==> src/cot_pkg.sv <==
// ----------------------------------------------------------------------------
// cot_pkg: chained one-shot timer table shared types
// Operation and result codes, the walk state type and the control and
// status groups passed between the timer cells, the head unit and the top.
// ----------------------------------------------------------------------------
package cot_pkg;

	localparam int KIND_W  = 2;
	localparam int INUSE_W = 4;

	localparam logic OP_TICK = 1'b0;
	localparam logic OP_ADD  = 1'b1;

	localparam logic [KIND_W-1:0] KIND_FIRED = 2'd0;
	localparam logic [KIND_W-1:0] KIND_ADDED = 2'd1;
	localparam logic [KIND_W-1:0] KIND_FULL  = 2'd2;

	typedef enum logic {
		ST_IDLE,
		ST_WALK
	} state_t;

	typedef struct packed {
		logic shift;
		logic load;
	} cell_ctl_t;

	typedef struct packed {
		logic fire;
		logic armed;
		logic follows;
	} head_stat_t;

endpackage

==> src/chained_oneshot_timer_table.sv <==
// ----------------------------------------------------------------------------
// chained_oneshot_timer_table: ordered table of chained one-shot timers
// Timers sit in a row of cells in insertion order. A tick rotates the row
// through the head unit, which decrements, fires and compacts the row.
//
//   channel  dir  tdata                                   tuser  tlast
//   s_*      in   start_armed, wait_for_previous,         op     -
//                 delay_ticks, action_id
//   m_*      out  fired_action, timers_in_use             kind   last
//
// Add: its result follows through two output registers.
// Tick: the row shifts through the head unit once per timer in use when the
// tick is taken, then the walk closes.
// A fired result waits in a holding register until the next one or the
// walk end fixes its last flag; a stalled output holds the walk only when
// a second result is due. Reset empties the table at once.
// ----------------------------------------------------------------------------
module chained_oneshot_timer_table #(
	parameter int SLOTS       = 8,
	parameter int COUNT_BITS  = 16,
	parameter int ACTION_BITS = 4,
	localparam int S_TDATA_W  = ((2 + COUNT_BITS + ACTION_BITS + 7) / 8) * 8,
	localparam int M_TDATA_W  = ((ACTION_BITS + cot_pkg::INUSE_W + 7) / 8) * 8
) (
	input  logic                        clk,
	input  logic                        arst_n,
	input  logic                        s_tvalid,
	output logic                        s_tready,
	input  logic [S_TDATA_W-1:0]        s_tdata,  // start_armed, wait_for_previous, delay_ticks, action_id
	input  logic                        s_tuser,  // op
	output logic                        m_tvalid,
	input  logic                        m_tready,
	output logic [M_TDATA_W-1:0]        m_tdata,  // fired_action, timers_in_use
	output logic [cot_pkg::KIND_W-1:0]  m_tuser,  // kind
	output logic                        m_tlast
);
	import cot_pkg::*;

	localparam int IDX_W = $clog2(SLOTS);
	localparam int CNT_W = $clog2(SLOTS + 1);

	state_t state_q, state_d;

	logic [CNT_W-1:0]       cnt_q;
	logic [CNT_W-1:0]       step_q;
	logic [CNT_W-1:0]       walk_n_q;
	logic                   prev_fired_q;

	logic                   pend_valid_q;
	logic                   pend_final_q;
	logic [KIND_W-1:0]      pend_kind_q;
	logic [ACTION_BITS-1:0] pend_act_q;
	logic [INUSE_W-1:0]     pend_cnt_q;

	logic                   out_valid_q;
	logic [KIND_W-1:0]      out_kind_q;
	logic [ACTION_BITS-1:0] out_act_q;
	logic [INUSE_W-1:0]     out_cnt_q;
	logic                   out_last_q;

	logic                   in_op;
	logic                   in_start_armed;
	logic                   in_wait_prev;
	logic [COUNT_BITS-1:0]  in_delay;
	logic [ACTION_BITS-1:0] in_action;

	logic                   accept;
	logic                   add_ok;
	logic                   full;
	logic                   walk_active;
	logic                   fire_req;
	logic                   walk_step;
	logic                   out_can_load;
	logic                   pend_move;
	logic [CNT_W-1:0]       cnt_m1;

	logic                   ld_en;
	logic [IDX_W-1:0]       ld_pos;
	logic                   ld_armed;
	logic                   ld_follows;
	logic [COUNT_BITS-1:0]  ld_rem;
	logic [ACTION_BITS-1:0] ld_act;

	head_stat_t             head_stat;
	logic [COUNT_BITS-1:0]  head_rem_next;

	logic                   c_armed   [SLOTS+1];
	logic                   c_follows [SLOTS+1];
	logic [COUNT_BITS-1:0]  c_rem     [SLOTS+1];
	logic [ACTION_BITS-1:0] c_act     [SLOTS+1];

	assign in_op          = s_tuser;
	assign in_start_armed = s_tdata[0];
	assign in_wait_prev   = s_tdata[1];
	assign in_delay       = s_tdata[2 +: COUNT_BITS];
	assign in_action      = s_tdata[2 + COUNT_BITS +: ACTION_BITS];

	assign c_armed[SLOTS]   = 1'b0;
	assign c_follows[SLOTS] = 1'b0;
	assign c_rem[SLOTS]     = '0;
	assign c_act[SLOTS]     = '0;

	for (genvar i = 0; i < SLOTS; i++) begin : g_cell
		cell_ctl_t ctl;

		always_comb begin
			ctl.shift = walk_step;
			ctl.load  = ld_en && (ld_pos == IDX_W'(i));
		end

		cot_cell #(
			.COUNT_BITS  (COUNT_BITS),
			.ACTION_BITS (ACTION_BITS)
		) u_cell (
			.clk         (clk),
			.arst_n      (arst_n),
			.ctl         (ctl),
			.nxt_armed   (c_armed[i+1]),
			.nxt_follows (c_follows[i+1]),
			.nxt_rem     (c_rem[i+1]),
			.nxt_act     (c_act[i+1]),
			.ld_armed    (ld_armed),
			.ld_follows  (ld_follows),
			.ld_rem      (ld_rem),
			.ld_act      (ld_act),
			.armed       (c_armed[i]),
			.follows     (c_follows[i]),
			.rem         (c_rem[i]),
			.act         (c_act[i])
		);
	end

	cot_head #(
		.COUNT_BITS (COUNT_BITS)
	) u_head (
		.prev_fired (prev_fired_q),
		.armed      (c_armed[0]),
		.follows    (c_follows[0]),
		.rem        (c_rem[0]),
		.stat       (head_stat),
		.rem_next   (head_rem_next)
	);

	always_comb begin
		s_tready     = (state_q == ST_IDLE) && !pend_valid_q;
		accept       = s_tvalid && s_tready;
		full         = (cnt_q == CNT_W'(SLOTS));
		add_ok       = accept && (in_op == OP_ADD) && !full;
		walk_active  = (state_q == ST_WALK) && (step_q != walk_n_q);
		fire_req     = walk_active && head_stat.fire;
		out_can_load = !out_valid_q || m_tready;
		walk_step    = walk_active && (!fire_req || !pend_valid_q || out_can_load);
		pend_move    = pend_valid_q && out_can_load && (pend_final_q || (walk_step && fire_req));
		cnt_m1       = cnt_q - CNT_W'(1);
	end

	always_comb begin
		if (state_q == ST_WALK) begin
			ld_en      = walk_step && !head_stat.fire;
			ld_pos     = cnt_m1[IDX_W-1:0];
			ld_armed   = head_stat.armed;
			ld_follows = head_stat.follows;
			ld_rem     = head_rem_next;
			ld_act     = c_act[0];
		end else begin
			ld_en      = add_ok;
			ld_pos     = cnt_q[IDX_W-1:0];
			ld_armed   = in_start_armed;
			ld_follows = in_wait_prev && (cnt_q != '0);
			ld_rem     = in_delay;
			ld_act     = in_action;
		end
	end

	always_ff @(posedge clk or negedge arst_n) begin
		if (!arst_n) begin
			state_q <= ST_IDLE;
		end else begin
			state_q <= state_d;
		end
	end

	always_comb begin
		state_d = state_q;
		unique case (state_q)
			ST_IDLE: begin
				if (accept && (in_op == OP_TICK)) begin
					state_d = ST_WALK;
				end
			end
			ST_WALK: begin
				if (!walk_active) begin
					state_d = ST_IDLE;
				end
			end
			default: begin
				state_d = ST_IDLE;
			end
		endcase
	end

	always_ff @(posedge clk or negedge arst_n) begin
		if (!arst_n) begin
			cnt_q        <= '0;
			step_q       <= '0;
			walk_n_q     <= '0;
			prev_fired_q <= 1'b0;
		end else begin
			if (add_ok) begin
				cnt_q <= cnt_q + CNT_W'(1);
			end else if (walk_step && head_stat.fire) begin
				cnt_q <= cnt_m1;
			end
			if (accept && (in_op == OP_TICK)) begin
				step_q       <= '0;
				walk_n_q     <= cnt_q;
				prev_fired_q <= 1'b0;
			end else if (walk_step) begin
				step_q       <= step_q + CNT_W'(1);
				prev_fired_q <= head_stat.fire;
			end
		end
	end

	always_ff @(posedge clk or negedge arst_n) begin
		if (!arst_n) begin
			pend_valid_q <= 1'b0;
			pend_final_q <= 1'b0;
		end else begin
			priority if (accept && (in_op == OP_ADD)) begin
				pend_valid_q <= 1'b1;
				pend_final_q <= 1'b1;
			end else if (walk_step && fire_req) begin
				pend_valid_q <= 1'b1;
				pend_final_q <= 1'b0;
			end else if ((state_q == ST_WALK) && !walk_active) begin
				pend_final_q <= 1'b1;
			end else if (pend_move) begin
				pend_valid_q <= 1'b0;
			end else begin
				pend_valid_q <= pend_valid_q;
			end
		end
	end

	always_ff @(posedge clk) begin
		priority if (accept && (in_op == OP_ADD)) begin
			pend_kind_q <= full ? KIND_FULL : KIND_ADDED;
			pend_act_q  <= '0;
			pend_cnt_q  <= full ? INUSE_W'(cnt_q) : INUSE_W'({1'b0, cnt_q} + 1'b1);
		end else if (walk_step && fire_req) begin
			pend_kind_q <= KIND_FIRED;
			pend_act_q  <= c_act[0];
			pend_cnt_q  <= INUSE_W'(cnt_m1);
		end else begin
			pend_kind_q <= pend_kind_q;
		end
	end

	always_ff @(posedge clk or negedge arst_n) begin
		if (!arst_n) begin
			out_valid_q <= 1'b0;
		end else if (pend_move) begin
			out_valid_q <= 1'b1;
		end else if (m_tready) begin
			out_valid_q <= 1'b0;
		end
	end

	always_ff @(posedge clk) begin
		if (pend_move) begin
			out_kind_q <= pend_kind_q;
			out_act_q  <= pend_act_q;
			out_cnt_q  <= pend_cnt_q;
			out_last_q <= pend_final_q;
		end
	end

	assign m_tvalid = out_valid_q;
	assign m_tdata  = M_TDATA_W'({out_cnt_q, out_act_q});
	assign m_tuser  = out_kind_q;
	assign m_tlast  = out_last_q;

	a_cnt_bound: assert property (@(posedge clk) disable iff (!arst_n)
		cnt_q <= CNT_W'(SLOTS))
		else $error("timer count beyond table size");

	a_step_bound: assert property (@(posedge clk) disable iff (!arst_n)
		(state_q == ST_WALK) |-> (step_q <= walk_n_q))
		else $error("walk step passed its timer count");

	a_fire_frees: assert property (@(posedge clk) disable iff (!arst_n)
		(walk_step && fire_req) |=> (cnt_q == $past(cnt_m1)))
		else $error("fired timer did not free its cell");

	a_idle_final: assert property (@(posedge clk) disable iff (!arst_n)
		((state_q == ST_IDLE) && pend_valid_q) |-> pend_final_q)
		else $error("open fired item left after walk");

endmodule

==> src/cot_cell.sv <==
// ----------------------------------------------------------------------------
// cot_cell: one timer cell of the ordered row
// Holds one timer: armed flag, follows-predecessor flag, remaining count and
// action. Loads new contents or takes its right neighbor's on a shift.
// ----------------------------------------------------------------------------
module cot_cell #(
	parameter int COUNT_BITS  = 16,
	parameter int ACTION_BITS = 4
) (
	input  logic                   clk,
	input  logic                   arst_n,
	input  cot_pkg::cell_ctl_t     ctl,
	input  logic                   nxt_armed,
	input  logic                   nxt_follows,
	input  logic [COUNT_BITS-1:0]  nxt_rem,
	input  logic [ACTION_BITS-1:0] nxt_act,
	input  logic                   ld_armed,
	input  logic                   ld_follows,
	input  logic [COUNT_BITS-1:0]  ld_rem,
	input  logic [ACTION_BITS-1:0] ld_act,
	output logic                   armed,
	output logic                   follows,
	output logic [COUNT_BITS-1:0]  rem,
	output logic [ACTION_BITS-1:0] act
);
	import cot_pkg::*;

	logic                   armed_q;
	logic                   follows_q;
	logic [COUNT_BITS-1:0]  rem_q;
	logic [ACTION_BITS-1:0] act_q;

	always_ff @(posedge clk or negedge arst_n) begin
		if (!arst_n) begin
			armed_q   <= 1'b0;
			follows_q <= 1'b0;
		end else if (ctl.load) begin
			armed_q   <= ld_armed;
			follows_q <= ld_follows;
		end else if (ctl.shift) begin
			armed_q   <= nxt_armed;
			follows_q <= nxt_follows;
		end
	end

	always_ff @(posedge clk) begin
		if (ctl.load) begin
			rem_q <= ld_rem;
			act_q <= ld_act;
		end else if (ctl.shift) begin
			rem_q <= nxt_rem;
			act_q <= nxt_act;
		end
	end

	assign armed   = armed_q;
	assign follows = follows_q;
	assign rem     = rem_q;
	assign act     = act_q;

endmodule

==> src/cot_head.sv <==
// ----------------------------------------------------------------------------
// cot_head: head-of-row timer evaluation
// Arms the head timer when its predecessor just fired and it follows it,
// decrements an armed timer and flags expiry at a count of one or zero.
// ----------------------------------------------------------------------------
module cot_head #(
	parameter int COUNT_BITS = 16
) (
	input  logic                  prev_fired,
	input  logic                  armed,
	input  logic                  follows,
	input  logic [COUNT_BITS-1:0] rem,
	output cot_pkg::head_stat_t   stat,
	output logic [COUNT_BITS-1:0] rem_next
);
	import cot_pkg::*;

	logic run;

	always_comb begin
		run          = armed || (prev_fired && follows);
		stat.armed   = run;
		stat.follows = follows && !prev_fired;
		stat.fire    = run && (rem <= COUNT_BITS'(1));
		rem_next     = run ? rem - COUNT_BITS'(1) : rem;
	end

endmodule

==> config.mk <==
export PLATFORM = sky130hd
export DESIGN_NAME = chained_oneshot_timer_table
export DESIGN_NICKNAME = d
export VERILOG_FILES = /design/src/cot_pkg.sv /design/src/chained_oneshot_timer_table.sv /design/src/cot_cell.sv /design/src/cot_head.sv
export SDC_FILE = /design/constraint.sdc
export NUM_CORES = 1
export LEC_CHECK = 0
export BUFFER_PORTS_ARGS = -buffer_cell sky130_fd_sc_hd__buf_4
export CAP_MARGIN = 5
export CORE_MARGIN = 4
export CORE_UTILIZATION = 50
export CTS_BUF_LIST = sky130_fd_sc_hd__clkbuf_8
export DETAILED_ROUTE_END_ITERATION = 10
export PLACE_DENSITY_LB_ADDON = 0.15
export SLEW_MARGIN = 20
export SYNTH_ARGS = -nofsm -noshare
export SYNTH_HDL_FRONTEND = slang
export SYNTH_SLANG_ARGS = --single-unit
==> constraint.sdc <==
create_clock -name clk -period 10.56 [get_ports clk]
set_input_delay 1.056 -clock clk [delete_from_list [all_inputs] [get_ports clk]]
set_output_delay 1.056 -clock clk [all_outputs]
set_load 0.03 [all_outputs]
# Word level (Yosys, flattened, before mapping)
# Cells that the tools add are included.
dict set report word_totals {
  inputBits 29
  regBits 214
}
dict set report op_classes {
  n_bitwise 2
  muxes 94
  n_eq_ne 10
  n_lt_le_gt_ge 1
  reduce_logical 55
  n_addsub 5
}
# cell n
set ops {}
lappend ops {{$mux 16} 18}
lappend ops {{$mux 4} 24}
lappend ops {{$mux 1} 47}
lappend ops {{$logic_and 1x1->1} 26}
lappend ops {{$reduce_bool 2->1} 12}
lappend ops {{$le 16x1->1 const B} 1}
lappend ops {{$sub 16x1->16 const B} 1}
lappend ops {{$add 4x1->4 const B} 3}
lappend ops {{$eq 3x3->1 const B} 4}
lappend ops {{$logic_not 1->1} 7}
lappend ops {{$eq 3x2->1 const B} 2}
lappend ops {{$mux 2} 3}
lappend ops {{$reduce_bool 3->1} 2}
lappend ops {{$logic_or 1x1->1} 5}
lappend ops {{$eq 4x4->1 const B} 1}
lappend ops {{$ne 4x4->1} 1}
lappend ops {{$reduce_bool 4->1} 1}
lappend ops {{$sub 4x1->4 const B} 1}
lappend ops {{$eq 3x1->1 const B} 1}
lappend ops {{$logic_not 3->1} 1}
lappend ops {{$mux 3} 1}
lappend ops {{$ne 3x1->1 const B} 1}
lappend ops {{$not 1->1} 2}
lappend ops {{$pmux 1 s2} 1}
lappend ops {{$reduce_and 2->1} 1}

# Depth between registers and ports, before layout
# Gate-level depths: netlist (run 1).
dict set report depth {
  word_depth 15
  mapped_depth 10
  depth_no_buf 7
}

# Hierarchy
# Synthesis (run 1) repeated with hierarchy kept, for this count alone.
dict set report unflattened {
  cells_unflattened 652
  hier_area_um2 10588.9
}
# mod area_per_inst_um2 cells_each seq_area_each_um2 n_inst
set by_module_without_submodules {}
lappend by_module_without_submodules {cot_cell 1018.5 52 650.6 8}
lappend by_module_without_submodules {chained_oneshot_timer_table 2073.2 187 1016.0 1}
lappend by_module_without_submodules {cot_head 367.9 49 0.0 1}

# Worst setup path after synthesis (run 1)
# Ideal clock, no wire load.
dict set report synth_timing {
  kind {in2reg}
  from {input s_tuser}
  to {register g_cell[5].u_cell.act_q[0], enable pin}
  stages 5
  setup_slack_ps 6652
  t_arrival_ps 3483
  path_buffers 1
  t_required_ps 10135
  setup_time_ps 425
  path_cell_list {nand4bb_1 clkbuf_1 nor2_1 o221ai_4 o21ai_0}
}
dict set report synth_between {
  elab_chain_cells 5
}
# item line
set synth_rtl {}
lappend synth_rtl {{start, declared} chained_oneshot_timer_table.sv:30} ;# input logic s_tuser,
lappend synth_rtl {{$logic_and 1x1->1 (2 in series)} chained_oneshot_timer_table.sv:148} ;# add_ok = accept && (in_op == OP_ADD) && !full;
lappend synth_rtl {{$mux 1} chained_oneshot_timer_table.sv:158} ;# if (state_q == ST_WALK) begin
lappend synth_rtl {{$logic_and 1x1->1} chained_oneshot_timer_table.sv:108} ;# ctl.load = ld_en && (ld_pos == IDX_W'(i));
lappend synth_rtl {{$reduce_bool 2->1 (no line)} -}
lappend synth_rtl {{end signal, assigned} cot_cell.sv:49} ;# act_q <= ld_act;
lappend synth_rtl {{end signal, assigned} cot_cell.sv:52} ;# act_q <= nxt_act;
lappend synth_rtl {{end, declared} cot_cell.sv:31} ;# logic [ACTION_BITS-1:0] act_q;
# No other way between the ends.
# A chain may end at the register's enable or synchronous reset.

# Worst setup path after layout (run 1)
dict set report layout_timing {
  from {register cnt_q[0]}
  to {register g_cell[7].u_cell.rem_q[14], enable pin}
}
dict set report layout_between {
  elab_chain_cells 6
  elab_cells_between_ends 9
  cone_classes {add/sub (1); eq/ne (2); mux (2); reduce/logical (4)}
}
# item line
set layout_rtl {}
lappend layout_rtl {{start, declared} chained_oneshot_timer_table.sv:44} ;# logic [CNT_W-1:0] cnt_q;
lappend layout_rtl {{start signal, assigned} chained_oneshot_timer_table.sv:210} ;# cnt_q <= cnt_q + CNT_W'(1);
lappend layout_rtl {{start signal, assigned} chained_oneshot_timer_table.sv:212} ;# cnt_q <= cnt_m1;
lappend layout_rtl {{parallel branches: the longest is 4 deep, another holds $sub 4x1->4} -}
lappend layout_rtl {{$logic_and 1x1->1 *} chained_oneshot_timer_table.sv:108}
lappend layout_rtl {{$reduce_bool 2->1 (no line) *} -}
lappend layout_rtl {{end signal, assigned} cot_cell.sv:48} ;# rem_q <= ld_rem;
lappend layout_rtl {{end signal, assigned} cot_cell.sv:51} ;# rem_q <= nxt_rem;
lappend layout_rtl {{end, declared} cot_cell.sv:30} ;# logic [COUNT_BITS-1:0] rem_q;
# Every way passes the cells marked *.

==> impl_metrics.json, run 1 <==
{
  "status": "complete, no violations",
  "post-route-min-period_ns": 4.090,
  "drc": 0,
  "grt_overflow": 0,
  "gr-usage-met1_pct": 23.04,
  "p_leak_nw": 4.026,
  "die_area_sq_um": 22090,
  "ys_ff_latch": 214,
  "cts_buffer_depth": 3,
  "p_total_mw": 3.810,
  "max_freq_ghz": 0.2445,
  "ff2ff_path_depth": 7,
  "h-tree-depth": 2,
  "grt_pass1_wl_mm": 29.64,
  "synthSimpleGateAreaFrac_pct": 7.414,
  "hold_viol": 0,
  "hold_buffers": 0,
  "busiest_layer": "met2",
  "post_drt_wl_per_cell_um": 17.74,
  "dieHeight_um": 148.6,
  "synth_top_family_by_area": "multiplexers",
  "ir_worst_vdd_v": 0.0001467,
  "place_hpwl_mm": 12.11,
  "synth_xor_area_share_pct": 1.594,
  "antenna_found_initial": 0,
  "async_reset_ff_share_pct": 15.42,
  "path_max_fanout": 23,
  "grtUsageTotal_pct": 16.62,
  "clkTransAtPathRegs_ns": 0.06,
  "initial_core_util_pct": 50.81,
  "syn-num-nets": 694,
  "timing.hold.ws_ns": 0.4166,
  "cts_resized": 0,
  "slew_viol_final": 0,
  "synth_edf_count": 177,
  "synthCells": 660,
  "finalWeightedCongestion": 0.7792,
  "vias": 5402,
  "cp.arrival_ns": 4.22,
  "p_per_area_nw_per_um2": 345.8,
  "post-route-util_pct": 56.60,
  "portBuffers": 39,
  "rows": 51,
  "first_global_vias": 5654,
  "seq_area_frac_synth_pct": 62.90,
  "fin_crit_sh_pct": 38.73,
  "yosysTopAreaCell": "edfxtp_1",
  "netlist_area_sq_um": 9889,
  "core_sq_um": 19460,
  "end_kind": "flip-flop",
  "synth_top_area_share_pct": 53.74,
  "grt_use_met3_pct": 4.388,
  "worstSetupStartpointType": "flip-flop",
  "synthTopCellsByCount": "177 x edfxtp_1, 145 x mux2_2, 36 x nor2_1",
  "ys_warn_count": 0,
  "nets": 746,
  "netlist_top_cells_area": "edfxtp_1 54%, mux2_2 17%, dfrtp_1 8.4%, mux2i_1 3.1%, nor2_1 1.4%",
  "drive_gt1_share_pct": 34.96,
  "routed_wl_mm": 17.79,
  "avgSynthCellArea_sq_um": 14.98,
  "numCtsBuffers": 37,
  "drtPass1Iterations": 5,
  "postCtsSetupRepairBufs": 0,
  "rsz0062_at_grt": "no",
  "clk_latency_ns": 0.53,
  "cp.required_ns": 10.69,
  "cts_num_sinks": 214,
  "syn_to_final_growth_pct": 11.39,
  "yosys.cell_count.top_type": "edfxtp_1",
  "die_w_um": 148.6,
  "synth_adder_area_share_pct": 0.6326,
  "critPathKind": "flip-flop to flip-flop",
  "fin_setup_tns_ns": 0,
  "maxCapViolCount": 0,
  "synth_compound_area_share_pct": 4.517,
  "synth_mux_area_share_pct": 20.41,
  "ys.flop_type": "edfxtp_1",
  "ant_nets": 0,
  "clock_skew_ns": 0.02706,
  "cts_root_buf": "clkbuf_8",
  "grt.met2_usage_pct": 25.44,
  "hold_path_class": "flip-flop to flip-flop",
  "cts_tree": "yes",
  "slew_headroom_pct": 28.21,
  "drtIter0Drc": 312,
  "tightest_slew_ns": 1.076,
  "avgViaCountPerCell": 5.386,
  "io_pins": 42,
  "n_antenna_cell": 0,
  "grt_max_degree": 52,
  "setup_viol": 0,
  "whs_path_depth": 0,
  "yosysUniqueCellTypes": 59
}
cells in the final DEF (no fill, tap or decap), types with 3 or more instances in the layout:
cell	synthesis	final
nor4_1	4	4
or4_1	6	6
nand2_1	32	32
inv_1	5	23
xnor2_1	6	6
edfxtp_1	177	177
o21ai_2	0	4
nor2b_1	19	19
dfrtp_1	33	33
ha_1	5	5
xor2_1	12	12
clkbuf_8	0	37
buf_4	1	46
or2_2	3	3
nor3_1	5	5
dfxtp_1	4	4
o31ai_1	4	4
mux2i_1	31	31
o21ai_0	21	15
a21oi_1	14	14
a31oi_1	8	8
nor2_2	0	5
nand2b_1	3	3
and2b_1	3	3
mux2_4	5	5
mux2_2	145	145
o21ai_1	2	3
clkinv_1	1	7
nor2_1	36	30
o211ai_1	3	3
nand3_1	5	5
or3_1	6	6
metrics by stage:
stage          worst slack [ns]  instances  cell area, sq um
2_1_floorplan             6.652        660              9889
3_3_place_gp              6.386        938             10370
3_5_place_dp              6.262        938             10380
4_1_cts                   6.450       1003             11010
5_1_grt                   6.189       1003             11020
6_report                  6.470       1003             11020
kinds of logic (layout without fill, tap and decap cells):
family          count (synthesis)  in the layout
xor+xnor                       18             18
fa+ha+maj                       5              5
simple gates                  136            136
compound gates                 67             67
flops                         214            214
buf+inv                        39            117
mux                           181            181
area by class of cell:
cell class,instances,area [sq um]
fill,1545,8447
sequential,214,6221
clock inverter,28,121.4
timing repair buffer,46,345.3
clock buffer,37,509.2
inverter,6,22.52
tap,265,331.6
multi-input combinational,407,3465
routing by layer:
| layer | vias up | wire length [um] |
|---|---|---|
| li1 | 2603 | - |
| met1 | 2621 | 8093 |
| met2 | 142 | 8190 |
| met3 | 36 | 1127 |
| met4 | 0 | 381 |
| met5 | - | 0 |
registers in the layout (all words and copies together) (netlist names), 2 cells and up:
name,count
cnt_q,4
g_cell.u_cell.act,32
g_cell.u_cell.armed,8
g_cell.u_cell.follows,8
g_cell.u_cell.rem,128
m_tuser,2
out_act_q,4
out_cnt_q,4
pend_act_q,4
pend_cnt_q,4
pend_kind_q,2
step_q,4
walk_n_q,4
worst paths after layout:
kind	end	from	slack (ns)
setup / recovery	g_cell[7].u_cell.rem[14]$_SDFFCE_PN0P_	cnt_q[0]$_DFFE_PN0P_	6.47
hold / removal	out_cnt_q[2]$_DFFE_PP_	pend_cnt_q[2]$_DFFE_PP_	0.42
setup reg to reg	g_cell[7].u_cell.rem[14]$_SDFFCE_PN0P_	cnt_q[0]$_DFFE_PN0P_	6.47
hold reg to reg	out_cnt_q[2]$_DFFE_PP_	pend_cnt_q[2]$_DFFE_PP_	0.42
max in group asynchronous	step_q[1]$_DFFE_PN0P_	arst_n	9.75
min in group asynchronous	g_cell[0].u_cell.follows$_DFFE_PN0P_	arst_n	0.48
worst max-delay path, stage by stage (launching register included):
cell and delay (ns):
dfrtp_1 0.60, clkinv_1 0.34, ha_1 0.36, and3b_1 0.23, nor2_1 0.53, o221ai_4 0.31
or2b_2 0.57, nand2_1 0.74
power breakdown:
group | leakage (nW) | switching, mW | total, mW | internal [mW]
Combinational | 1.41 | 0.830 | 1.46 | 0.628
Clock | 0.382 | 0.318 | 0.645 | 0.327
Sequential | 2.23 | 0.160 | 1.71 | 1.55
Total | 4.03 | 1.31 | 3.81 | 2.50
(Power assumes the default switching activity.)
==> run 2, diff against run 1 <==
- clock period: 10.56 -> 3.7 ns (I/O delays scaled with it)
==> impl_metrics.json, run 2 (synthesized netlist as in run 1, its figures left out) <==
{
  "n_antenna_cell": 0,
  "antenna_found_initial": 0,
  "timing.hold.ws_ns": 0.1370,
  "hold_path_class": "input port to flip-flop",
  "worstSetupStartpointType": "flip-flop",
  "path_max_fanout": 22,
  "nets": 767,
  "cts_num_sinks": 214,
  "final_cell_mix": "177 x edfxtp_1, 145 x mux2_2, 62 x buf_4",
  "vias": 5466,
  "first_global_vias": 5587,
  "setup_viol": 0,
  "h-tree-depth": 2,
  "dp.cells": 958,
  "cts_root_buf": "clkbuf_8",
  "cts_buffer_depth": 3,
  "avgViaCountPerCell": 5.322,
  "grt_pass1_wl_mm": 29.59,
  "hold_viol": 0,
  "stdcell_count": 1027,
  "slew_viol_final": 0,
  "slew_headroom_pct": 38.55,
  "final_common_cell": "edfxtp_1",
  "post_drt_wl_per_cell_um": 17.16,
  "rsz0062_at_grt": "no",
  "drive_gt1_share_pct": 37.01,
  "end_kind": "flip-flop",
  "io_pins": 42,
  "grt_overflow": 0,
  "ir_worst_vdd_v": 0.0004929,
  "cp.arrival_ns": 3.31,
  "status": "complete, no violations",
  "die_area_sq_um": 22090,
  "portBuffers": 39,
  "maxCapViolCount": 0,
  "place_hpwl_mm": 12.22,
  "grt_max_degree": 51,
  "cts_resized": 0,
  "cts_tree": "yes",
  "grtUsageTotal_pct": 16.60,
  "fin_crit_sh_pct": 82.47,
  "top_register": "g_cell.u_cell.rem",
  "fin_setup_tns_ns": 0,
  "clock_skew_ns": 0.02894,
  "initial_core_util_pct": 50.81,
  "drtIter0Drc": 315,
  "drtPass1Iterations": 4,
  "p_leak_nw": 4.161,
  "drc": 0,
  "syn_to_final_growth_pct": 13.82,
  "tightest_slew_ns": 0.9175,
  "numCtsBuffers": 37,
  "ant_nets": 0,
  "routed_wl_mm": 17.63,
  "dieHeight_um": 148.6,
  "max_freq_ghz": 0.3277,
  "post-route-min-period_ns": 3.052,
  "clk_latency_ns": 0.53,
  "die_w_um": 148.6,
  "rows": 51,
  "cp.required_ns": 3.96,
  "largest_reg_flops": 128,
  "p_per_area_nw_per_um2": 987.7,
  "core_sq_um": 19460,
  "critPathKind": "flip-flop to flip-flop",
  "clkTransAtPathRegs_ns": 0.06,
  "finalWeightedCongestion": 0.7780
}
## run 2: worst max-delay path: stages (launching register included)
cell and delay (ns):
dfrtp_1 0.55, inv_1 0.14, ha_1 0.28, and3b_1 0.24, o211ai_1 0.42, o221ai_4 0.27, nor2_2 0.17, buf_4 0.32
mux2_2 0.38
## run 2: per-stage QoR
step / area, sq um / power (mW) / util [%] / setup slack, ns
CTS: 11260 / 11.24 / 57.83 / 0.6776
detailed placement: 10570 / 9.270 / 54.32 / 0.7050
global route: 11260 / 11.86 / 57.83 / 0.5054
finish: 11260 / 11.12 / 57.83 / 0.6485
global placement: 10570 / 9.072 / 54.32 / 0.7907
floorplan: 9889 / 8.066 / - / -0.1832
## run 2: worst paths after layout
| path | from | endpoint | slack [ns] | cells after the start |
|---|---|---|---|---|
| setup / recovery | cnt_q[1]$_DFFE_PN0P_ | g_cell[4].u_cell.rem[15]$_DFFE_PP_ | 0.65 | 8 |
| hold / removal | m_tready | m_tvalid$_DFFE_PN0P_ | 0.14 | 3 |
| setup reg to reg | cnt_q[1]$_DFFE_PN0P_ | g_cell[4].u_cell.rem[15]$_DFFE_PP_ | 0.65 | 8 |
| hold reg to reg | pend_cnt_q[2]$_DFFE_PP_ | out_cnt_q[2]$_DFFE_PP_ | 0.42 | 0 |
| max in group asynchronous | arst_n | g_cell[2].u_cell.armed$_DFFE_PN0P_ | 3.05 | 2 |
| min in group asynchronous | arst_n | cnt_q[2]$_DFFE_PN0P_ | 0.33 | 2 |
## run 2: final cells by class
| cell class | instances | area (sq um) |
|---|---|---|
| Fill cell | 1554 | 8207 |
| Sequential cell | 214 | 6221 |
| Multi-Input combinational cell | 407 | 3452 |
| Timing Repair Buffer | 67 | 555.5 |
| Clock buffer | 40 | 550.5 |
| Tap cell | 265 | 331.6 |
| Clock inverter | 28 | 122.6 |
| Inverter | 6 | 22.52 |
## run 2: what timing repair did
action	CTS	global route
endpoints found under the hold margin	33	0
buffers inserted	0	0
hold buffers	1	0
## run 2: metal layers
metal | global-route usage [%] | up-vias | share of wire, %
met5 | 0 | - | 0
met4 | 5.497 | 0 | 2.2
met3 | 3.900 | 45 | 4.9
met2 | 25.35 | 107 | 45
met1 | 23.63 | 2665 | 48
li1 | - | 2649 | -
## run 2: power by group
group	internal [mW]	switching [mW]	leakage (nW)	total (mW)
Combinational	1.97	2.41	1.53	4.39
Sequential	4.39	0.425	2.23	4.82
Clock	1.00	0.912	0.402	1.91
Total	7.37	3.75	4.16	11.1
==> run 3, diff against run 2 <==
- clock period: 3.7 -> 3.05 ns (I/O delays scaled with it)
==> impl_metrics.json, run 3 (synthesized netlist as in run 1, its figures left out) <==
{
  "n_antenna_cell": 0,
  "dpl_cell_area_sq_um": 10710,
  "end_kind": "flip-flop",
  "core_sq_um": 19460,
  "max_freq_ghz": 0.3366,
  "first_global_vias": 6075,
  "nets": 786,
  "place_hpwl_mm": 12.87,
  "cts_num_sinks": 214,
  "cp.required_ns": 3.33,
  "antenna_found_initial": 0,
  "clock_skew_ns": 0.02720,
  "crit_start": "g_cell[0].u_cell.rem[13]$_DFFE_PP_",
  "fin_setup_tns_ns": 0,
  "numCtsBuffers": 37,
  "p_leak_nw": 4.235,
  "timing.hold.ws_ns": 0.1120,
  "clkTransAtPathRegs_ns": 0.06,
  "hold_path_class": "input port to flip-flop",
  "cts_tree": "yes",
  "timing.final.ws_setup_ns": 0.07914,
  "post-place-ws_ns": -0.01892,
  "final_common_cell": "edfxtp_1",
  "drtIter0Drc": 333,
  "top_register": "g_cell.u_cell.rem",
  "routed_wl_mm": 18.78,
  "rows": 51,
  "min_from": "m_tready",
  "p_per_area_nw_per_um2": 1209,
  "grt_pass1_wl_mm": 31.38,
  "maxCapViolCount": 0,
  "final_cell_mix": "177 x edfxtp_1, 145 x mux2_2, 83 x buf_4",
  "vias": 5688,
  "worstSetupStartpointType": "flip-flop",
  "finalWeightedCongestion": 0.8695,
  "tightest_slew_ns": 0.8330,
  "post-route-min-period_ns": 2.971,
  "dieHeight_um": 148.6,
  "path_max_fanout": 22,
  "design_area_sq_um": 11400,
  "clk_latency_ns": 0.53,
  "avgViaCountPerCell": 5.443,
  "portBuffers": 39,
  "ant_nets": 0,
  "rsz0062_at_grt": "no",
  "hold_viol": 0,
  "reg2reg_from": "g_cell[0].u_cell.rem[13]$_DFFE_PP_",
  "critPathKind": "flip-flop to flip-flop",
  "fin_crit_sh_pct": 97.41,
  "cts_buffer_depth": 3,
  "grtUsageTotal_pct": 17.79,
  "initial_core_util_pct": 50.81,
  "die_area_sq_um": 22090,
  "grt_max_degree": 34,
  "setup_viol": 0,
  "drc": 0,
  "post-route-util_pct": 58.57,
  "slew_viol_final": 0,
  "drive_gt1_share_pct": 39.10,
  "status": "complete, no violations",
  "grt_overflow": 0,
  "io_pins": 42,
  "largest_reg_flops": 128,
  "ir_worst_vdd_v": 0.0005539,
  "cp.arrival_ns": 3.25,
  "post_drt_wl_per_cell_um": 17.97,
  "syn_to_final_growth_pct": 15.26,
  "die_w_um": 148.6,
  "cts_root_buf": "clkbuf_8",
  "h-tree-depth": 2,
  "drtPass1Iterations": 5,
  "slew_headroom_pct": 43.71
}
[run 3: worst paths after layout]
| check | slack [ns] | to | cells after the start |
|---|---|---|---|
| setup / recovery | 0.08 | g_cell[7].u_cell.rem[5]$_SDFFCE_PN0P_ | 6 |
| hold / removal | 0.11 | m_tvalid$_DFFE_PN0P_ | 3 |
| setup reg to reg | 0.08 | g_cell[7].u_cell.rem[5]$_SDFFCE_PN0P_ | 6 |
| hold reg to reg | 0.42 | out_cnt_q[0]$_DFFE_PP_ | 0 |
| max in group asynchronous | 2.46 | g_cell[5].u_cell.follows$_DFFE_PN0P_ | 2 |
| min in group asynchronous | 0.26 | g_cell[0].u_cell.armed$_DFFE_PN0P_ | 2 |
[run 3: cell type report]
class	instances	area [sq um]
well taps	265	331.6
inverters	6	22.52
repair buffers	86	673.1
clock buffers	37	509.2
fillers	1556	8064
multi-input cells	407	3510
flip-flops and latches	214	6221
clock inverters	30	131.4
[run 3: routing by layer]
layer / vias to the layer above / track usage [%] / share of wire (%)
li1: 2690 / - / -
met1: 2839 / 23.27 / 44
met3: 37 / 3.961 / 4.8
met2: 122 / 29.32 / 48
met4: 0 / 6.513 / 2.8
met5: - / 0 / 0
[run 3: per-stage QoR]
stage,cells,power [mW]
after floorplan,660,9.788
after global placement,974,11.25
after detailed placement,974,11.55
after CTS,1042,13.87
after global routing,1045,14.71
final,1045,13.78
[run 3: where the power goes]
part / switching (mW) / total (mW) / internal [mW]
combinational: 3.16 / 5.73 / 2.57
clock: 1.11 / 2.25 / 1.14
sequential: 0.469 / 5.80 / 5.33
[run 3: worst max-delay path, stage by stage, from the launching register on]
cell	delay, ns
edfxtp_1	0.43
or4_4	0.55
or4b_4	0.64
o221ai_4	0.45
or2b_2	0.26
buf_12	0.18
and2b_1	0.20
[run 3: what timing repair did]
action,CTS,global route
endpoints found under the setup margin,50,29
endpoints found under the hold margin,33,0
hold buffers,1,0
setup buffers,0,3
resized for setup,1,0
pin swaps,0,1
